**config.mk**
```make
export PLATFORM = sky130hd
export DESIGN_NAME = sdo_expedited_client_unit_flat
export DESIGN_NICKNAME = d
export VERILOG_FILES = /design/src/hdl/sdoc_pkg.sv /design/src/hdl/sdoc_chan_if.sv /design/src/hdl/sdo_expedited_client_unit.sv /design/src/hdl/sdoc_cfg_regs.sv /design/src/hdl/sdoc_engine.sv /design/src/flat_wrapper.sv
export SDC_FILE = /design/constraint.sdc
export NUM_CORES = 1
export LEC_CHECK = 0
export ABC_AREA = 1
export BUFFER_PORTS_ARGS = -buffer_cell sky130_fd_sc_hd__buf_2
export CAP_MARGIN = 10
export CORE_ASPECT_RATIO = 1.2
export CORE_MARGIN = 4
export CORE_UTILIZATION = 50
export DETAILED_ROUTE_END_ITERATION = 8
export PLACE_DENSITY = 0.76
export RECOVER_POWER = 100
export SETUP_SLACK_MARGIN = 0.2
export SKIP_LAST_GASP = 1
export SLEW_MARGIN = 0
export SYNTH_ARGS = -nofsm -noshare
export SYNTH_HDL_FRONTEND = slang
export SYNTH_HIERARCHICAL = 1
export SYNTH_SLANG_ARGS = --single-unit
```
**constraint.sdc**
```tcl
create_clock -name clk -period 12.4 [get_ports clk]
set_input_delay 2.48 -clock clk [delete_from_list [all_inputs] [get_ports clk]]
set_output_delay 2.48 -clock clk [all_outputs]
set_load 0.01 [all_outputs]
```
**src/hdl/sdoc_pkg.sv**
```systemverilog
// ----------------------------------------------------------------------------
// sdoc_pkg
// Types, codes and constants shared by the expedited transfer client.
// ----------------------------------------------------------------------------
package sdoc_pkg;

  localparam int unsigned CMD_W      = 2;
  localparam int unsigned NODE_W     = 7;
  localparam int unsigned INDEX_W    = 16;
  localparam int unsigned SUBIDX_W   = 8;
  localparam int unsigned VALUE_W    = 32;
  localparam int unsigned SIZE_W     = 3;
  localparam int unsigned RX_ID_W    = 29;
  localparam int unsigned FRAME_W    = 64;
  localparam int unsigned TX_ID_W    = 11;
  localparam int unsigned OUTCOME_W  = 3;
  localparam int unsigned RD_LEN_W   = 3;
  localparam int unsigned TIMEOUT_W  = 16;
  localparam int unsigned ATTEMPT_W  = 8;
  localparam int unsigned CFG_IDX_W  = 1;
  localparam int unsigned CFG_DATA_W = 16;

  typedef enum logic [CMD_W-1:0] {
    CMD_WRITE = 2'd0,
    CMD_READ  = 2'd1,
    CMD_FRAME = 2'd2,
    CMD_TICK  = 2'd3
  } sdoc_cmd_t;

  typedef enum logic [OUTCOME_W-1:0] {
    OUTC_SUCCESS     = 3'd0,
    OUTC_ABORT       = 3'd1,
    OUTC_TIMEOUT     = 3'd2,
    OUTC_BAD_SIZE    = 3'd3,
    OUTC_UNSUPPORTED = 3'd4
  } sdoc_outcome_t;

  // configuration register indexes
  localparam logic [CFG_IDX_W-1:0] CFG_TIMEOUT  = 1'b0;
  localparam logic [CFG_IDX_W-1:0] CFG_ATTEMPTS = 1'b1;

  localparam logic [TIMEOUT_W-1:0] TIMEOUT_RST  = 16'd1000;
  localparam logic [ATTEMPT_W-1:0] ATTEMPTS_RST = 8'd3;

  // request command bytes
  localparam logic [7:0] CS_WRITE_1 = 8'h2F;
  localparam logic [7:0] CS_WRITE_2 = 8'h2B;
  localparam logic [7:0] CS_WRITE_4 = 8'h23;
  localparam logic [7:0] CS_READ    = 8'h40;
  // response command bytes
  localparam logic [7:0] RS_READ_4  = 8'h43;
  localparam logic [7:0] RS_READ_2  = 8'h4B;
  localparam logic [7:0] RS_READ_1  = 8'h4F;
  localparam logic [7:0] RS_WRITE   = 8'h60;
  localparam logic [7:0] RS_ABORT   = 8'h80;

  localparam logic [TX_ID_W-1:0] TX_ID_BASE = 11'h600;
  localparam logic [RX_ID_W-1:0] RX_ID_BASE = 29'h580;

  localparam logic [SIZE_W-1:0] SIZE_1 = 3'd1;
  localparam logic [SIZE_W-1:0] SIZE_2 = 3'd2;
  localparam logic [SIZE_W-1:0] SIZE_4 = 3'd4;

  localparam logic [RD_LEN_W-1:0] RD_LEN_1 = 3'd1;
  localparam logic [RD_LEN_W-1:0] RD_LEN_2 = 3'd2;
  localparam logic [RD_LEN_W-1:0] RD_LEN_4 = 3'd4;

  typedef struct packed {
    sdoc_cmd_t             command;
    logic [NODE_W-1:0]     node_id;
    logic [INDEX_W-1:0]    object_index;
    logic [SUBIDX_W-1:0]   object_subindex;
    logic [VALUE_W-1:0]    write_value;
    logic [SIZE_W-1:0]     write_size;
    logic [RX_ID_W-1:0]    rx_identifier;
    logic                  rx_extended;
    logic [FRAME_W-1:0]    rx_payload;
  } sdoc_item_t;

  typedef struct packed {
    logic                  tx_valid;
    logic [TX_ID_W-1:0]    tx_identifier;
    logic [FRAME_W-1:0]    tx_payload;
    logic                  done_res;
    sdoc_outcome_t         outcome;
    logic [RD_LEN_W-1:0]   read_length;
    logic [VALUE_W-1:0]    read_value;
  } sdoc_result_t;

  typedef struct packed {
    logic [TIMEOUT_W-1:0]  response_timeout_ms;
    logic [ATTEMPT_W-1:0]  attempt_limit;
  } sdoc_cfg_t;

endpackage

```
**src/hdl/sdoc_chan_if.sv**
```systemverilog
// ----------------------------------------------------------------------------
// sdoc channel interfaces
// Valid/ready channels for request/event beats and for result beats.
// ----------------------------------------------------------------------------
interface sdoc_in_if;
  logic                                 valid;
  logic                                 ready;
  logic [sdoc_pkg::CMD_W-1:0]           command;
  logic [sdoc_pkg::NODE_W-1:0]          node_id;
  logic [sdoc_pkg::INDEX_W-1:0]         object_index;
  logic [sdoc_pkg::SUBIDX_W-1:0]        object_subindex;
  logic [sdoc_pkg::VALUE_W-1:0]         write_value;
  logic [sdoc_pkg::SIZE_W-1:0]          write_size;
  logic [sdoc_pkg::RX_ID_W-1:0]         rx_identifier;
  logic                                 rx_extended;
  logic [sdoc_pkg::FRAME_W-1:0]         rx_payload;

  modport source (
    output valid, command, node_id, object_index, object_subindex,
           write_value, write_size, rx_identifier, rx_extended, rx_payload,
    input  ready
  );
  modport sink (
    input  valid, command, node_id, object_index, object_subindex,
           write_value, write_size, rx_identifier, rx_extended, rx_payload,
    output ready
  );
endinterface

interface sdoc_out_if;
  logic                                 valid;
  logic                                 ready;
  logic                                 tx_valid;
  logic [sdoc_pkg::TX_ID_W-1:0]         tx_identifier;
  logic [sdoc_pkg::FRAME_W-1:0]         tx_payload;
  logic                                 done_res;
  logic [sdoc_pkg::OUTCOME_W-1:0]       outcome;
  logic [sdoc_pkg::RD_LEN_W-1:0]        read_length;
  logic [sdoc_pkg::VALUE_W-1:0]         read_value;

  modport source (
    output valid, tx_valid, tx_identifier, tx_payload, done_res, outcome,
           read_length, read_value,
    input  ready
  );
  modport sink (
    input  valid, tx_valid, tx_identifier, tx_payload, done_res, outcome,
           read_length, read_value,
    output ready
  );
endinterface

```
**src/hdl/sdo_expedited_client_unit.sv**
```systemverilog
// ----------------------------------------------------------------------------
// sdo_expedited_client_unit
// Client for expedited object-dictionary reads and writes over the bus.
// ----------------------------------------------------------------------------
// Takes one beat per cycle (requests, received frames and millisecond ticks)
// and returns exactly one result beat for each: the beat is held in the input
// register, then makes one pass through the transfer logic into the result
// register. The throughput of one beat per clock is set by that
// single registered pass, which also updates the transfer state; a stalled
// result register holds the input side only once both registers are full.
// Configuration writes take effect on the next cycle and are meant for idle.
module sdo_expedited_client_unit (
  input  logic                            clk,
  input  logic                            rst_n,
  sdoc_in_if.sink                         in_ch,
  sdoc_out_if.source                      out_ch,
  input  logic                            cfg_we,
  input  logic [sdoc_pkg::CFG_IDX_W-1:0]  cfg_index,
  input  logic [sdoc_pkg::CFG_DATA_W-1:0] cfg_wdata
);

  sdoc_pkg::sdoc_cfg_t    cfg;
  sdoc_pkg::sdoc_item_t   item_r;
  sdoc_pkg::sdoc_item_t   in_item;
  sdoc_pkg::sdoc_result_t res;
  sdoc_pkg::sdoc_result_t res_r;
  logic                   item_vld_r;
  logic                   out_vld_r;
  logic                   step;
  logic                   in_beat;

  assign in_item.command         = sdoc_pkg::sdoc_cmd_t'(in_ch.command);
  assign in_item.node_id         = in_ch.node_id;
  assign in_item.object_index    = in_ch.object_index;
  assign in_item.object_subindex = in_ch.object_subindex;
  assign in_item.write_value     = in_ch.write_value;
  assign in_item.write_size      = in_ch.write_size;
  assign in_item.rx_identifier   = in_ch.rx_identifier;
  assign in_item.rx_extended     = in_ch.rx_extended;
  assign in_item.rx_payload      = in_ch.rx_payload;

  // item moves into the result register
  assign step        = item_vld_r && (!out_vld_r || out_ch.ready);
  assign in_ch.ready = !item_vld_r || step;
  assign in_beat     = in_ch.valid && in_ch.ready;

  always_ff @(posedge clk) begin
    if (!rst_n) begin
      item_vld_r <= 1'b0;
      out_vld_r  <= 1'b0;
    end else begin
      if (in_beat) begin
        item_vld_r <= 1'b1;
      end else if (step) begin
        item_vld_r <= 1'b0;
      end
      if (step) begin
        out_vld_r <= 1'b1;
      end else if (out_ch.ready) begin
        out_vld_r <= 1'b0;
      end
    end
  end

  always_ff @(posedge clk) begin
    if (in_beat) begin
      item_r <= in_item;
    end
    if (step) begin
      res_r <= res;
    end
  end

  sdoc_cfg_regs u_cfg (
    .clk       (clk),
    .rst_n     (rst_n),
    .cfg_we    (cfg_we),
    .cfg_index (cfg_index),
    .cfg_wdata (cfg_wdata),
    .cfg       (cfg)
  );

  sdoc_engine u_engine (
    .clk   (clk),
    .rst_n (rst_n),
    .step  (step),
    .item  (item_r),
    .cfg   (cfg),
    .res   (res)
  );

  assign out_ch.valid         = out_vld_r;
  assign out_ch.tx_valid      = res_r.tx_valid;
  assign out_ch.tx_identifier = res_r.tx_identifier;
  assign out_ch.tx_payload    = res_r.tx_payload;
  assign out_ch.done_res      = res_r.done_res;
  assign out_ch.outcome       = res_r.outcome;
  assign out_ch.read_length   = res_r.read_length;
  assign out_ch.read_value    = res_r.read_value;

endmodule

```
**src/hdl/sdoc_cfg_regs.sv**
```systemverilog
// ----------------------------------------------------------------------------
// sdoc_cfg_regs
// Response timeout and attempt limit registers behind a plain write port.
// ----------------------------------------------------------------------------
module sdoc_cfg_regs (
  input  logic                                clk,
  input  logic                                rst_n,
  input  logic                                cfg_we,
  input  logic [sdoc_pkg::CFG_IDX_W-1:0]      cfg_index,
  input  logic [sdoc_pkg::CFG_DATA_W-1:0]     cfg_wdata,
  output sdoc_pkg::sdoc_cfg_t                 cfg
);

  sdoc_pkg::sdoc_cfg_t cfg_r;

  always_ff @(posedge clk) begin
    if (!rst_n) begin
      cfg_r.response_timeout_ms <= sdoc_pkg::TIMEOUT_RST;
      cfg_r.attempt_limit       <= sdoc_pkg::ATTEMPTS_RST;
    end else if (cfg_we) begin
      unique case (cfg_index)
        sdoc_pkg::CFG_TIMEOUT: begin
          cfg_r.response_timeout_ms <= cfg_wdata[sdoc_pkg::TIMEOUT_W-1:0];
        end
        sdoc_pkg::CFG_ATTEMPTS: begin
          cfg_r.attempt_limit <= cfg_wdata[sdoc_pkg::ATTEMPT_W-1:0];
        end
        default: begin
        end
      endcase
    end
  end

  assign cfg = cfg_r;

endmodule

```
**src/hdl/sdoc_engine.sv**
```systemverilog
// ----------------------------------------------------------------------------
// sdoc_engine
// Transfer state and the single-pass logic that turns one beat into one
// result: request framing, response decode, tick countdown and resend.
// ----------------------------------------------------------------------------
module sdoc_engine (
  input  logic                    clk,
  input  logic                    rst_n,
  input  logic                    step,
  input  sdoc_pkg::sdoc_item_t    item,
  input  sdoc_pkg::sdoc_cfg_t     cfg,
  output sdoc_pkg::sdoc_result_t  res
);

  logic                               busy_r, busy_nxt;
  logic                               is_read_r, is_read_nxt;
  logic [sdoc_pkg::NODE_W-1:0]        node_r, node_nxt;
  logic [sdoc_pkg::FRAME_W-1:0]       frame_r, frame_nxt;
  logic [sdoc_pkg::TIMEOUT_W-1:0]     wait_r, wait_nxt;
  logic [sdoc_pkg::ATTEMPT_W-1:0]     attempts_r, attempts_nxt;

  logic [7:0]                         req_cs;
  logic                               size_ok;
  logic [7:0]                         rsp_cs;
  logic [sdoc_pkg::VALUE_W-1:0]       rsp_data;
  logic                               rsp_match;
  logic                               do_send;

  assign rsp_cs    = item.rx_payload[7:0];
  assign rsp_data  = item.rx_payload[63:32];
  assign rsp_match = !item.rx_extended &&
                     (item.rx_identifier ==
                      (sdoc_pkg::RX_ID_BASE +
                       {{(sdoc_pkg::RX_ID_W-sdoc_pkg::NODE_W){1'b0}}, node_r}));

  always_comb begin
    size_ok = 1'b1;
    req_cs  = sdoc_pkg::CS_READ;
    if (item.command == sdoc_pkg::CMD_WRITE) begin
      priority if (item.write_size == sdoc_pkg::SIZE_1) begin
        req_cs = sdoc_pkg::CS_WRITE_1;
      end else if (item.write_size == sdoc_pkg::SIZE_2) begin
        req_cs = sdoc_pkg::CS_WRITE_2;
      end else if (item.write_size == sdoc_pkg::SIZE_4) begin
        req_cs = sdoc_pkg::CS_WRITE_4;
      end else begin
        size_ok = 1'b0;
      end
    end
  end

  always_comb begin
    busy_nxt     = busy_r;
    is_read_nxt  = is_read_r;
    node_nxt     = node_r;
    frame_nxt    = frame_r;
    wait_nxt     = wait_r;
    attempts_nxt = attempts_r;
    do_send      = 1'b0;
    res          = '0;

    unique case (item.command)
      sdoc_pkg::CMD_WRITE, sdoc_pkg::CMD_READ: begin
        if (!busy_r) begin
          if (!size_ok) begin
            res.done_res = 1'b1;
            res.outcome  = sdoc_pkg::OUTC_BAD_SIZE;
          end else if (cfg.attempt_limit == '0) begin
            res.done_res = 1'b1;
            res.outcome  = sdoc_pkg::OUTC_TIMEOUT;
          end else begin
            busy_nxt     = 1'b1;
            is_read_nxt  = (item.command == sdoc_pkg::CMD_READ);
            node_nxt     = item.node_id;
            frame_nxt    = {(item.command == sdoc_pkg::CMD_READ) ?
                            {sdoc_pkg::VALUE_W{1'b0}} : item.write_value,
                            item.object_subindex, item.object_index, req_cs};
            attempts_nxt = cfg.attempt_limit - 1'b1;
            do_send      = 1'b1;
          end
        end
      end
      sdoc_pkg::CMD_FRAME: begin
        if (busy_r && rsp_match) begin
          if (!is_read_r) begin
            if (rsp_cs == sdoc_pkg::RS_WRITE) begin
              res.done_res = 1'b1;
              res.outcome  = sdoc_pkg::OUTC_SUCCESS;
            end else if (rsp_cs == sdoc_pkg::RS_ABORT) begin
              res.done_res = 1'b1;
              res.outcome  = sdoc_pkg::OUTC_ABORT;
            end
          end else begin
            res.done_res = 1'b1;
            unique case (rsp_cs)
              sdoc_pkg::RS_READ_4: begin
                res.outcome     = sdoc_pkg::OUTC_SUCCESS;
                res.read_length = sdoc_pkg::RD_LEN_4;
                res.read_value  = rsp_data;
              end
              sdoc_pkg::RS_READ_2: begin
                res.outcome     = sdoc_pkg::OUTC_SUCCESS;
                res.read_length = sdoc_pkg::RD_LEN_2;
                res.read_value  = {16'b0, rsp_data[15:0]};
              end
              sdoc_pkg::RS_READ_1: begin
                res.outcome     = sdoc_pkg::OUTC_SUCCESS;
                res.read_length = sdoc_pkg::RD_LEN_1;
                res.read_value  = {24'b0, rsp_data[7:0]};
              end
              sdoc_pkg::RS_ABORT: begin
                res.outcome = sdoc_pkg::OUTC_ABORT;
              end
              default: begin
                res.outcome = sdoc_pkg::OUTC_UNSUPPORTED;
              end
            endcase
          end
          if (res.done_res) begin
            busy_nxt = 1'b0;
          end
        end
      end
      sdoc_pkg::CMD_TICK: begin
        if (busy_r) begin
          if (wait_r > 16'd1) begin
            wait_nxt = wait_r - 1'b1;
          end else begin
            wait_nxt = '0;
            if (attempts_r != '0) begin
              attempts_nxt = attempts_r - 1'b1;
              do_send      = 1'b1;
            end else begin
              busy_nxt     = 1'b0;
              res.done_res = 1'b1;
              res.outcome  = sdoc_pkg::OUTC_TIMEOUT;
            end
          end
        end
      end
      default: begin
      end
    endcase

    if (do_send) begin
      res.tx_valid      = 1'b1;
      res.tx_identifier = sdoc_pkg::TX_ID_BASE +
                          {{(sdoc_pkg::TX_ID_W-sdoc_pkg::NODE_W){1'b0}}, node_nxt};
      res.tx_payload    = frame_nxt;
      wait_nxt          = cfg.response_timeout_ms;
    end
  end

  always_ff @(posedge clk) begin
    if (!rst_n) begin
      busy_r <= 1'b0;
    end else if (step) begin
      busy_r <= busy_nxt;
    end
  end

  // only meaningful while busy
  always_ff @(posedge clk) begin
    if (step) begin
      is_read_r  <= is_read_nxt;
      node_r     <= node_nxt;
      frame_r    <= frame_nxt;
      wait_r     <= wait_nxt;
      attempts_r <= attempts_nxt;
    end
  end

endmodule

```
**src/flat_wrapper.sv**
```systemverilog
// flat-port wrapper written by rule: the top's interface ports become plain ports
module sdo_expedited_client_unit_flat 
  (clk, rst_n, cfg_we, cfg_index, cfg_wdata, in_ch_valid, in_ch_command, in_ch_node_id, in_ch_object_index, in_ch_object_subindex, in_ch_write_value, in_ch_write_size, in_ch_rx_identifier, in_ch_rx_extended, in_ch_rx_payload, in_ch_ready, out_ch_valid, out_ch_tx_valid, out_ch_tx_identifier, out_ch_tx_payload, out_ch_done_res, out_ch_outcome, out_ch_read_length, out_ch_read_value, out_ch_ready);
  sdoc_in_if in_ch_i ();
  sdoc_out_if out_ch_i ();
  input  logic clk;
  input  logic rst_n;
  input  logic cfg_we;
  input  logic [sdoc_pkg::CFG_IDX_W-1:0] cfg_index;
  input  logic [sdoc_pkg::CFG_DATA_W-1:0] cfg_wdata;
  input wire logic [$bits(in_ch_i.valid)-1:0] in_ch_valid;
  input wire logic [$bits(in_ch_i.command)-1:0] in_ch_command;
  input wire logic [$bits(in_ch_i.node_id)-1:0] in_ch_node_id;
  input wire logic [$bits(in_ch_i.object_index)-1:0] in_ch_object_index;
  input wire logic [$bits(in_ch_i.object_subindex)-1:0] in_ch_object_subindex;
  input wire logic [$bits(in_ch_i.write_value)-1:0] in_ch_write_value;
  input wire logic [$bits(in_ch_i.write_size)-1:0] in_ch_write_size;
  input wire logic [$bits(in_ch_i.rx_identifier)-1:0] in_ch_rx_identifier;
  input wire logic [$bits(in_ch_i.rx_extended)-1:0] in_ch_rx_extended;
  input wire logic [$bits(in_ch_i.rx_payload)-1:0] in_ch_rx_payload;
  output wire logic [$bits(in_ch_i.ready)-1:0] in_ch_ready;
  output wire logic [$bits(out_ch_i.valid)-1:0] out_ch_valid;
  output wire logic [$bits(out_ch_i.tx_valid)-1:0] out_ch_tx_valid;
  output wire logic [$bits(out_ch_i.tx_identifier)-1:0] out_ch_tx_identifier;
  output wire logic [$bits(out_ch_i.tx_payload)-1:0] out_ch_tx_payload;
  output wire logic [$bits(out_ch_i.done_res)-1:0] out_ch_done_res;
  output wire logic [$bits(out_ch_i.outcome)-1:0] out_ch_outcome;
  output wire logic [$bits(out_ch_i.read_length)-1:0] out_ch_read_length;
  output wire logic [$bits(out_ch_i.read_value)-1:0] out_ch_read_value;
  input wire logic [$bits(out_ch_i.ready)-1:0] out_ch_ready;
  assign in_ch_i.valid = in_ch_valid;
  assign in_ch_i.command = in_ch_command;
  assign in_ch_i.node_id = in_ch_node_id;
  assign in_ch_i.object_index = in_ch_object_index;
  assign in_ch_i.object_subindex = in_ch_object_subindex;
  assign in_ch_i.write_value = in_ch_write_value;
  assign in_ch_i.write_size = in_ch_write_size;
  assign in_ch_i.rx_identifier = in_ch_rx_identifier;
  assign in_ch_i.rx_extended = in_ch_rx_extended;
  assign in_ch_i.rx_payload = in_ch_rx_payload;
  assign in_ch_ready = in_ch_i.ready;
  assign out_ch_valid = out_ch_i.valid;
  assign out_ch_tx_valid = out_ch_i.tx_valid;
  assign out_ch_tx_identifier = out_ch_i.tx_identifier;
  assign out_ch_tx_payload = out_ch_i.tx_payload;
  assign out_ch_done_res = out_ch_i.done_res;
  assign out_ch_outcome = out_ch_i.outcome;
  assign out_ch_read_length = out_ch_i.read_length;
  assign out_ch_read_value = out_ch_i.read_value;
  assign out_ch_i.ready = out_ch_ready;
  sdo_expedited_client_unit u_core (.clk(clk), .rst_n(rst_n), .in_ch(in_ch_i), .out_ch(out_ch_i), .cfg_we(cfg_we), .cfg_index(cfg_index), .cfg_wdata(cfg_wdata));
endmodule
```
== Word-level counts from Yosys, hierarchy flattened ==
Cells that the tools add are included.
Operators by class
  $add $sub $neg: 5
  magnitude comparators: 1
  equal/unequal tests: 20
  muxes and demuxes: 62
  bitwise operators: 3
  reductions and logical operators: 26
Operators by type and width (count)
  2-to-1 mux 64 bit: 4
  one-hot mux 35 bit (3 select lines): 1
  2-to-1 mux 76 bit: 1
  2-to-1 mux 16 bit: 4
  2-to-1 mux 7 bit: 8
  2-to-1 mux 8 bit: 6
  2-to-1 mux 4 bit: 11
  2-to-1 mux 39 bit: 1
  2-to-1 mux 35 bit: 1
  == test 8 x 7 -> 1 bit (second input constant): 4
  2-to-1 mux 32 bit: 1
  == test 29 x 12 -> 1 bit: 1
  2-to-1 mux 1 bit: 19
  > comparator 16 x 1 -> 1 bit (second input constant): 1
  one-hot mux 8 bit (2 select lines): 1
  subtractor 16 x 1 -> 16 bit (second input constant): 1
  subtractor 8 x 1 -> 8 bit (second input constant): 2
  inequality test 2 bit (second input constant): 7
  adder 11 x 7 -> 12 bit (first input constant): 1
  one-hot mux 4 bit (3 select lines): 1
  adder 10 x 8 -> 11 bit (first input constant): 1
  nonzero test 2 bit: 5
  AND reduction 3 bit: 3
  == test 8 bit (second input constant): 1
  21 further kinds: 31
Storage, ports and cells
  register bits after elaboration: 400
  bits of input ports: 184
  output and inout port bits: 117
  logic and storage cells: 143

== Depth between registers and ports, before layout ==
Gate-level depths: netlist of run 1.
  word-level depth: 10
  mapped depth: 13
  mapped depth without buffers: 12

== Modules after synthesis ==
Netlist of run 1, hierarchy kept.
By module, submodules not included
  sdo_expedited_client_unit: times used 1, cells each 290, area each 8413.1 um^2, seq. area each 8358.0 um^2
  sdoc_engine: times used 1, cells each 861, area each 6279.8 um^2, seq. area each 2902.8 um^2
  sdoc_cfg_regs: times used 1, cells each 127, area each 928.4 um^2, seq. area each 480.5 um^2

== Worst setup path after synthesis of run 1 ==
OpenSTA, ideal clock, no wires.
  path type: input-to-reg
  from: input port out_ch_ready
  to: register u_core/u_engine/attempts_r[0] (netlist name), enable pin
  setup time: 0.377 ns
  arrival time: 12.622 ns
  data required time: 12.023 ns
  setup slack: -0.599 ns
  stages: 4
  buffers on the path: 0
  path through: inv_1 -> a21oi_1 -> nand3_1 -> nor2_1
Between the ends
  longest elaborated chain between the ends: 3
RTL lines
  start, declared: RTL line flat_wrapper.sv:30  | input wire logic [$bits(out_ch_i.ready)-1:0] out_ch_ready;
  logical OR 1 bit: RTL line sdo_expedited_client_unit.sv:43  | assign step = item_vld_r && (!out_vld_r || out_ch.ready);
  logical AND 1 bit: RTL line sdo_expedited_client_unit.sv:43
  via u_core.step: RTL line sdo_expedited_client_unit.sv:29  | logic step;
  AND reduction 8 bit (no source line)
  end signal, assigned: RTL line sdoc_engine.sv:169  | attempts_r <= attempts_nxt;
  end, declared: RTL line sdoc_engine.sv:20  | logic [sdoc_pkg::ATTEMPT_W-1:0] attempts_r, attempts_nxt;
The timed path passes the listed nets, and every way through them passes these cells.
A chain may end at the register's enable or synchronous reset.

== Final worst setup path of run 1 ==
  from: input port out_ch_ready
  to: register u_core/item_r[6] (netlist name), enable pin
Between the ends
  longest elaborated chain between the ends: 4
RTL lines
  logical OR 1 bit: RTL line sdo_expedited_client_unit.sv:43
  logical AND 1 bit: RTL line sdo_expedited_client_unit.sv:43
  logical OR 1 bit: RTL line sdo_expedited_client_unit.sv:44  | assign in_ch.ready = !item_vld_r || step;
  logical AND 1 bit: RTL line sdo_expedited_client_unit.sv:45  | assign in_beat = in_ch.valid && in_ch.ready;
  via u_core.in_beat: RTL line sdo_expedited_client_unit.sv:30  | logic in_beat;
  end signal, assigned: RTL line sdo_expedited_client_unit.sv:67  | item_r <= in_item;
  end, declared: RTL line sdo_expedited_client_unit.sv:23  | sdoc_pkg::sdoc_item_t item_r;
The timed path passes the listed nets, and every way through them passes these cells.

==> results of run 1 <==
-- placed cells by master (no fill, tap or decap), types with 3 or more instances in the layout --
master and n:
sky130_fd_sc_hd__a21oi_1 7, sky130_fd_sc_hd__nand3b_1 5, sky130_fd_sc_hd__clkbuf_16 40, sky130_fd_sc_hd__bufinv_16 4
sky130_fd_sc_hd__nand3_1 56, sky130_fd_sc_hd__clkinv_2 4, sky130_fd_sc_hd__o21ai_0 100, sky130_fd_sc_hd__nor2_2 5
sky130_fd_sc_hd__nand2_1 263, sky130_fd_sc_hd__nand4_1 14, sky130_fd_sc_hd__inv_6 3, sky130_fd_sc_hd__inv_1 192
sky130_fd_sc_hd__xor2_1 4, sky130_fd_sc_hd__diode_2 3, sky130_fd_sc_hd__ha_1 3, sky130_fd_sc_hd__edfxtp_1 349
sky130_fd_sc_hd__buf_2 151, sky130_fd_sc_hd__xnor2_1 4, sky130_fd_sc_hd__inv_2 4, sky130_fd_sc_hd__dfxtp_1 27
sky130_fd_sc_hd__clkinv_1 6, sky130_fd_sc_hd__clkbuf_1 137, sky130_fd_sc_hd__or2_2 5, sky130_fd_sc_hd__nor3b_1 16
sky130_fd_sc_hd__nor2_1 137
-- report_power, final --
part           internal (mW)  total (mW)  switching, mW
sequential              1.48        1.50         0.0230
combinational         0.0649       0.201          0.136
clock                  0.692        1.15          0.462
total                   2.23        2.85          0.621
-- metal layers --
metal  vias up  track usage, %  part of all wire [%]
met3        56            2.65                   4.5
met4         0            6.33                   2.7
met5         -               0                     0
met2       254            32.6                    52
li1       4727               -                     -
met1      4471            23.0                    40
-- path summary, 6_finish.rpt --
check	start	end	slack, ns
worst max register to register	u_core/item_r[96]$_DFFE_PP_	u_core/out_ch.tx_identifier[5]$_DFFE_PP_	5.28
worst min register to register	u_core/u_cfg/cfg[15]$_SDFFE_PN1P_	u_core/u_cfg/cfg[15]$_SDFFE_PN1P_	0.46
worst max-delay path	out_ch_ready	u_core/item_r[6]$_DFFE_PP_	4.62
worst min-delay path	u_core/u_cfg/cfg[15]$_SDFFE_PN1P_	u_core/u_cfg/cfg[15]$_SDFFE_PN1P_	0.46
-- through the flow --
stage,hold WS [ns],cell area [um2]
after floorplan,0.429,14900
after global placement,0.443,16600
after detailed placement,0.443,16600
after CTS,0.459,17900
after global routing,0.479,17700
final,0.461,17700
-- registers in the layout, indices dropped and copies added, names as in the netlist --
register / flops
u_core/item_r: 138
u_core/out_ch.tx_payload: 64
u_core/u_engine/frame_r: 64
u_core/out_ch.read_value: 32
u_core/u_cfg/cfg: 24
u_core/u_engine/wait_r: 16
u_core/out_ch.tx_identifier: 11
u_core/u_engine/attempts_r: 8
u_core/u_engine/node_r: 7
u_core/out_ch.outcome: 3
u_core/out_ch.read_length: 3
u_core/item_vld_r: 1
u_core/out_ch.done_res: 1
u_core/out_ch.tx_valid: 1
u_core/out_ch.valid: 1
u_core/u_engine/busy_r: 1
u_core/u_engine/is_read_r: 1
-- layout make-up --
type / count / area [um2] / share of cell area [%]
clock buffers: 51 / 1060 / 6.02
repair buffers: 280 / 1260 / 7.12
diodes: 3 / 7.51 / 0.0425
well taps: 385 / 482 / 2.73
inverters: 197 / 741 / 4.20
multi-input cells: 638 / 2870 / 16.2
flip-flops and latches: 376 / 11000 / 62.4
clock inverters: 20 / 219 / 1.24
-- critical path, stage by stage --
cell                         delay, ns
sky130_fd_sc_hd__buf_2            0.10
sky130_fd_sc_hd__inv_1            0.08
sky130_fd_sc_hd__nand3_1          0.13
sky130_fd_sc_hd__nand2_1          0.11
sky130_fd_sc_hd__clkinvlp_2       2.60
sky130_fd_sc_hd__clkbuf_1         1.98
==> report_table.html, run 1 <==
<table>
<tr><th>Metric</th><th>Value</th></tr>
<tr><th colspan="2">Outcome</th></tr>
<tr><td>Outcome</td><td>complete, but fails checks</td></tr>
<tr><td>Violated checks</td><td>capacitance limit, slew limit</td></tr>
<tr><th colspan="2">Die</th></tr>
<tr><td>Cell Rows</td><td>slightly below 70</td></tr>
<tr><td>DIE AREA</td><td>32600 um2</td></tr>
<tr><td>Die span in x</td><td>~170 um</td></tr>
<tr><td>Die Span Y</td><td>197 um</td></tr>
<tr><td>Number of top-level design ports</td><td>around 300</td></tr>
<tr><td>Starting density of the core</td><td>51.2%</td></tr>
<tr><td>Total core area</td><td>just under 30000 um2</td></tr>
<tr><th colspan="2">Clock network</th></tr>
<tr><td>Clock tree root driver cell</td><td>sky130_fd_sc_hd__clkbuf_16</td></tr>
<tr><td>Number of buffers added to fix hold violations after cts</td><td>0</td></tr>
<tr><td>H-tree Lvls</td><td>2</td></tr>
<tr><td>Worst-case clock buffer depth</td><td>3</td></tr>
<tr><td>Post-cts sizing count</td><td>0</td></tr>
<tr><td>Total setup buffers inserted after CTS</td><td>0</td></tr>
<tr><td>Sinks on the clock net</td><td>376</td></tr>
<tr><td>Number of buffers added by the clock tree synthesis step</td><td>39</td></tr>
<tr><td>Clock tree from TritonCTS</td><td>done</td></tr>
<tr><td>CTS clock-pin slew for the worst setup and hold paths</td><td>roughly 0.060 ns</td></tr>
<tr><td>Latest clock arrival within the worst-skew pair</td><td>0.53 ns</td></tr>
<tr><th colspan="2">Yosys</th></tr>
<tr><td>Yosys warning count</td><td>6</td></tr>
<tr><td>Post-Synthesis Cell Area</td><td>around 15000 um2</td></tr>
<tr><td>Post-synthesis instance total</td><td>approximately 1300</td></tr>
<tr><td>Post-synthesis area per instance</td><td>11.9 um2</td></tr>
<tr><th colspan="2">Routing</th></tr>
<tr><td>Total Routed Length</td><td>~30000 um</td></tr>
<tr><td>TritonRoute pass-1 iters</td><td>6</td></tr>
<tr><td># DRC</td><td>0</td></tr>
<tr><td>Number of vias per cell</td><td>about 4.9</td></tr>
<tr><td>First-iteration detailed-routing DRC count</td><td>approximately 760</td></tr>
<tr><td>Avg WL per Cell</td><td>15.6 um</td></tr>
<tr><td>Via Count</td><td>about 9500</td></tr>
<tr><td>Number of nets still failing antenna checks after routing</td><td>0</td></tr>
<tr><th colspan="2">STA</th></tr>
<tr><td>Number of slew-limit violations in the final report</td><td>around 390</td></tr>
<tr><td>Number of endpoints failing setup at the final stage</td><td>0</td></tr>
<tr><td>PnR worst setup slack</td><td>between 4 and 5 ns</td></tr>
<tr><td>Hold violation count in the final report</td><td>0</td></tr>
<tr><td>Measured slew at the worst slew-check pin</td><td>about 3.6 ns</td></tr>
<tr><td>Unrepaired setup endpoints after global routing</td><td>false</td></tr>
<tr><td>Worst clock skew on the final layout</td><td>around 0.022 ns</td></tr>
<tr><td>Total negative slack for setup checks</td><td>0 ns</td></tr>
<tr><td>Minimum period implied by the final worst setup slack</td><td>7.78 ns</td></tr>
<tr><td>Achievable clock frequency</td><td>around 130 MHz</td></tr>
<tr><td>Final worst path period share</td><td>a little over three fifths</td></tr>
<tr><td>Max-slew headroom at the worst pin</td><td>-137%</td></tr>
<tr><th colspan="2">Final layout</th></tr>
<tr><td>Relative area change from synthesis to final layout</td><td>18.5%</td></tr>
<tr><td>Final #Nets</td><td>approximately 1700</td></tr>
<tr><td>Post-route core utilization</td><td>60.7%</td></tr>
<tr><td>Filler Cell Count</td><td>approximately 2400</td></tr>
<tr><td>Share of cells above drive strength 1</td><td>between 10% and 20%</td></tr>
<tr><td>Finished Layout Cells</td><td>1950</td></tr>
<tr><th colspan="2">Setup path</th></tr>
<tr><td>Path depth of the worst reg2reg path</td><td>7</td></tr>
<tr><td>Critical path launch point type</td><td>input pin</td></tr>
<tr><td>Startpoint-to-endpoint class of the critical path</td><td>input pin to flop</td></tr>
<tr><td>Required time worst endpoint</td><td>approximately 12 ns</td></tr>
<tr><td>Endpoint kind of the worst setup timing path</td><td>flop</td></tr>
<tr><td>Worst endpoint data arrival time</td><td>7.54 ns</td></tr>
<tr><td>Maximum fanout along the worst path</td><td>a little under 80</td></tr>
<tr><th colspan="2">Power</th></tr>
<tr><td>Worst IR Drop VDD</td><td>99.2 uV</td></tr>
<tr><td>Leakage power</td><td>7.36 nW</td></tr>
<tr><td>Post-layout power</td><td>between 2 and 3 mW</td></tr>
<tr><td>PwrDens</td><td>~160 nW/um2</td></tr>
<tr><th colspan="2">Hold path</th></tr>
<tr><td>Cell depth of the worst min-delay path</td><td>2</td></tr>
<tr><td>Hold Crit Class</td><td>flop to flop</td></tr>
<tr><th colspan="2">Run</th></tr>
<tr><td>Maximum Capacitance Violations</td><td>6</td></tr>
<tr><th colspan="2">Placement</th></tr>
<tr><td>Post-Place Setup Slack</td><td>6.93 ns</td></tr>
<tr><td>Port Buffers</td><td>between 200 and 300</td></tr>
<tr><td>Final HPWL from detailed placement</td><td>a little under 20000 um</td></tr>
<tr><td>Number of placed instances with taps included</td><td>roughly 1900</td></tr>
<tr><td>Final weighted congestion in routability-driven placement</td><td>about 0.8</td></tr>
<tr><th colspan="2">Global routing</th></tr>
<tr><td>Number of global-route vias before repair</td><td>9348</td></tr>
<tr><td>Total grt overflow</td><td>0</td></tr>
<tr><td>Number of antenna violations at the first check in global routing</td><td>3</td></tr>
<tr><td>Maximum number of pins on one net before global-route repair</td><td>~190</td></tr>
<tr><td>Aggregate global-route resource usage</td><td>between 10% and 20%</td></tr>
<tr><td>Wire length of the first global-routing pass</td><td>approximately 47000 um</td></tr>
</table>
Note: power is estimated with default switching activity, not from simulation.
==> inputs of run 2 (changes only) <==
--- a/config.mk
+++ b/config.mk
@@ -10,9 +10,9 @@
 export CAP_MARGIN = 10
 export CORE_ASPECT_RATIO = 1.2
 export CORE_MARGIN = 4
-export CORE_UTILIZATION = 50
+export CORE_UTILIZATION = 55
 export DETAILED_ROUTE_END_ITERATION = 8
-export PLACE_DENSITY = 0.76
+export PLACE_DENSITY = 0.79
 export RECOVER_POWER = 100
 export SETUP_SLACK_MARGIN = 0.2
 export SKIP_LAST_GASP = 1
==> constraint.sdc (replaced) <==
create_clock -name clk -period 7.78 [get_ports clk]
set_input_delay 1.556 -clock clk [delete_from_list [all_inputs] [get_ports clk]]
set_output_delay 1.556 -clock clk [all_outputs]
set_load 0.01 [all_outputs]
==> run 2 against run 1 <==
- the flow still finishes with violations (capacitance limit, slew limit)
- core utilization increased by 5.3 points
- final area down 0.99%
- combinational power grew 57%
- largest cell class unchanged
==> report_table.html, run 2 (same netlist as run 1, synthesis figures left out) <==
<table>
<tr><th>Metric</th><th>Value</th></tr>
<tr><th colspan="2">Outcome</th></tr>
<tr><td>Outcome</td><td>complete, but fails checks</td></tr>
<tr><td>Violated checks</td><td>capacitance limit, slew limit</td></tr>
<tr><th colspan="2">Power</th></tr>
<tr><td>Switching Fraction</td><td>a little over a fifth</td></tr>
<tr><td>Combinational cell fraction of total power</td><td>under 10%</td></tr>
<tr><td>Fraction of power consumed by the clock network</td><td>38.6%</td></tr>
<tr><td>PwrDens</td><td>roughly 250 nW/um2</td></tr>
<tr><td>Proportion of power drawn by flip-flops and latches</td><td>a little over half</td></tr>
<tr><td>Leakage power</td><td>7.31 nW</td></tr>
<tr><td>Worst IR Drop VDD</td><td>around 190 uV</td></tr>
<tr><td>Internal Pwr Total</td><td>about 3.4 mW</td></tr>
<tr><td>Sw power</td><td>between 0.9 and 1 mW</td></tr>
<tr><th colspan="2">Setup path</th></tr>
<tr><td>R2r startpoint</td><td>u_core/item_r[94]$_DFFE_PP_</td></tr>
<tr><td>Required time worst endpoint</td><td>roughly 7.8 ns</td></tr>
<tr><td>Startpoint-to-endpoint class of the critical path</td><td>input pin to flop</td></tr>
<tr><td>Maximum fanout along the worst path</td><td>just over 80</td></tr>
<tr><td>Critical-path cell with the highest stage delay</td><td>sky130_fd_sc_hd__clkbuf_1</td></tr>
<tr><td>Critical path launch point type</td><td>input pin</td></tr>
<tr><td>Endpoint kind of the worst setup timing path</td><td>flop</td></tr>
<tr><td>Path depth of the worst reg2reg path</td><td>8</td></tr>
<tr><td>Register-to-register setup slack</td><td>about 3.0 ns</td></tr>
<tr><td>Reg2reg end</td><td>u_core/u_engine/wait_r[15]$_DFFE_PP_</td></tr>
<tr><td>Max incr delay on CP</td><td>2.37 ns</td></tr>
<tr><td>CP cell instances</td><td>buf_2 &gt; inv_1 &gt; nand3_1 &gt; nand2_1 &gt; inv_6 &gt; clkbuf_1</td></tr>
<tr><td>Worst endpoint data arrival time</td><td>4.97 ns</td></tr>
<tr><th colspan="2">Clock network</th></tr>
<tr><td>Clock tree root driver cell</td><td>sky130_fd_sc_hd__clkbuf_16</td></tr>
<tr><td>Sinks on the clock net</td><td>around 380</td></tr>
<tr><td>CTS clock-pin slew for the worst setup and hold paths</td><td>roughly 0.060 ns</td></tr>
<tr><td>Total setup buffers inserted after CTS</td><td>0</td></tr>
<tr><td>Number of buffers added to fix hold violations after cts</td><td>0</td></tr>
<tr><td>H-tree Lvls</td><td>2</td></tr>
<tr><td>Post-cts sizing count</td><td>0</td></tr>
<tr><td>Number of buffers added by the clock tree synthesis step</td><td>38</td></tr>
<tr><td>Latest clock arrival within the worst-skew pair</td><td>approximately 0.5 ns</td></tr>
<tr><td>Worst-case clock buffer depth</td><td>3</td></tr>
<tr><td>Clock tree from TritonCTS</td><td>done</td></tr>
<tr><th colspan="2">Hold path</th></tr>
<tr><td>Sink of the worst hold path</td><td>u_core/u_cfg/cfg[15]$_SDFFE_PN1P_</td></tr>
<tr><td>Cell depth of the worst min-delay path</td><td>2</td></tr>
<tr><td>Hold Crit Class</td><td>flop to flop</td></tr>
<tr><td>Startpoint of the tightest hold check path</td><td>u_core/u_cfg/cfg[15]$_SDFFE_PN1P_</td></tr>
<tr><th colspan="2">Final layout</th></tr>
<tr><td>Reg with most FFs</td><td>u_core/item_r</td></tr>
<tr><td>Final #Nets</td><td>around 1700</td></tr>
<tr><td>Relative area change from synthesis to final layout</td><td>17.3%</td></tr>
<tr><td>Most common cell after layout, fill and taps aside</td><td>sky130_fd_sc_hd__edfxtp_1</td></tr>
<tr><td>Number of flip-flops under the largest register name</td><td>between 100 and 150</td></tr>
<tr><td>Share of cells above drive strength 1</td><td>~15%</td></tr>
<tr><td>Commonest cells after routing, fill and taps aside</td><td>349 x sky130_fd_sc_hd__edfxtp_1, 262 x sky130_fd_sc_hd__nand2_1, 192 x sky130_fd_sc_hd__inv_1, 151 x sky130_fd_sc_hd__buf_2, 138 x sky130_fd_sc_hd__nor2_1</td></tr>
<tr><td>Post-route core utilization</td><td>around 66%</td></tr>
<tr><th colspan="2">STA</th></tr>
<tr><td>Number of endpoints failing setup at the final stage</td><td>0</td></tr>
<tr><td>Measured slew at the worst slew-check pin</td><td>3.28 ns</td></tr>
<tr><td>Max-slew headroom at the worst pin</td><td>-118%</td></tr>
<tr><td>Minimum period implied by the final worst setup slack</td><td>approximately 4.9 ns</td></tr>
<tr><td>Unrepaired setup endpoints after global routing</td><td>false</td></tr>
<tr><td>Final worst path period share</td><td>roughly 63%</td></tr>
<tr><td>Achievable clock frequency</td><td>around 200 MHz</td></tr>
<tr><td>Total negative slack for setup checks</td><td>0 ns</td></tr>
<tr><td>Hold violation count in the final report</td><td>0</td></tr>
<tr><td>Worst clock skew on the final layout</td><td>about 0.014 ns</td></tr>
<tr><td>Number of slew-limit violations in the final report</td><td>~150</td></tr>
<tr><th colspan="2">Run</th></tr>
<tr><td>Maximum Capacitance Violations</td><td>3</td></tr>
<tr><th colspan="2">Routing</th></tr>
<tr><td>Total Routed Length</td><td>29600 um</td></tr>
<tr><td>TritonRoute pass-1 iters</td><td>5</td></tr>
<tr><td>First-iteration detailed-routing DRC count</td><td>approximately 670</td></tr>
<tr><td>Number of nets still failing antenna checks after routing</td><td>0</td></tr>
<tr><td># DRC</td><td>0</td></tr>
<tr><td>Number of vias per cell</td><td>between 4 and 5</td></tr>
<tr><td>Via Count</td><td>about 9400</td></tr>
<tr><td>Avg WL per Cell</td><td>15.6 um</td></tr>
<tr><th colspan="2">Global routing</th></tr>
<tr><td>Number of antenna violations at the first check in global routing</td><td>3</td></tr>
<tr><td>Maximum number of pins on one net before global-route repair</td><td>around 190</td></tr>
<tr><td>Met3 capacity usage during global routing</td><td>under 10%</td></tr>
<tr><td>GR Layer Usage met2</td><td>a little over a third</td></tr>
<tr><td>Aggregate global-route resource usage</td><td>approximately a fifth</td></tr>
<tr><td>Wire length of the first global-routing pass</td><td>46400 um</td></tr>
<tr><td>GR Layer Usage met1</td><td>about a quarter</td></tr>
<tr><td>Number of global-route vias before repair</td><td>between 9000 and 10000</td></tr>
<tr><td>Grt peak-use layer</td><td>met2</td></tr>
<tr><td>Total grt overflow</td><td>0</td></tr>
<tr><th colspan="2">Placement</th></tr>
<tr><td>Port Buffers</td><td>276</td></tr>
<tr><td>Final HPWL from detailed placement</td><td>a little under 20000 um</td></tr>
<tr><td>Final weighted congestion in routability-driven placement</td><td>approximately 0.81</td></tr>
<tr><th colspan="2">Die</th></tr>
<tr><td>Number of top-level design ports</td><td>301</td></tr>
<tr><td>Die span in x</td><td>158 um</td></tr>
<tr><td>Starting density of the core</td><td>56.2%</td></tr>
<tr><td>Die Span Y</td><td>about 190 um</td></tr>
<tr><td>DIE AREA</td><td>29800 um2</td></tr>
<tr><td>Cell Rows</td><td>65</td></tr>
<tr><td>Total core area</td><td>between 20000 and 30000 um2</td></tr>
</table>
-- run 2: changes by cell type in the layout (fill, tap and decap cells not counted), sizes merged --
cell / delta
buf: +1
bufinv: -2
clkbuf: -3
clkinv: -2
inv: -2
-- run 2: cell type report --
cell class              count  area, um2
inverters                 197        744
fillers                  2080       9030
well taps                 335        419
multi-input cells         638       2870
flip-flops and latches    376      11000
clock inverters            14        124
repair buffers            280       1260
clock buffers              49       1030
diodes                      3       7.51
-- run 2: power by group through the flow --
stage	combinational [mW]	sequential (mW)	clock, mW
finish	0.316	2.39	1.70
global route	0.360	2.39	1.83
CTS	0.330	2.38	1.74
detailed placement	0.328	2.43	0
global placement	0.316	2.42	0
floorplan	0.197	2.44	0
-- run 2: metal layers --
layer	wire, um	vias to the layer above
li1	-	4712
met1	11700	4359
met2	15300	267
met3	1540	65
met4	1070	0
met5	0	-
-- run 2: critical path: cells and delay by family --
| kind | cells | cell delay, ns |
|---|---|---|
| buffers and inverters | 4 | 3.07 |
| AND/OR/NAND/NOR | 2 | 0.25 |
-- run 2: worst max path at each step --
stage	start	end	slack (ns)	cells after the start
floorplan	out_ch_ready	u_core/u_engine/attempts_r[0]$_DFFE_PP_	1.97	4
global placement	out_ch_ready	u_core/u_engine/attempts_r[1]$_DFFE_PP_	4.10	6
detailed placement	out_ch_ready	u_core/u_engine/attempts_r[2]$_DFFE_PP_	4.02	6
CTS	out_ch_ready	in_ch_ready	4.17	4
global route	u_core/item_r[94]$_DFFE_PP_	u_core/out_ch.tx_payload[22]$_DFFE_PP_	2.37	7
finish	out_ch_ready	u_core/item_r[2]$_DFFE_PP_	2.85	6
-- run 2: through the flow --
stage | total power, mW | hold slack [ns] | std cells | cell area, um2 | setup slack (ns)
floorplan | 2.64 | 0.429 | 1255 | 14900 | 1.97
global placement | 2.74 | 0.443 | 1826 | 16500 | 4.10
detailed placement | 2.75 | 0.445 | 1826 | 16500 | 4.02
CTS | 4.45 | 0.462 | 1889 | 17700 | 4.17
global route | 4.59 | 0.482 | 1892 | 17500 | 2.37
finish | 4.40 | 0.462 | 1892 | 17500 | 2.85
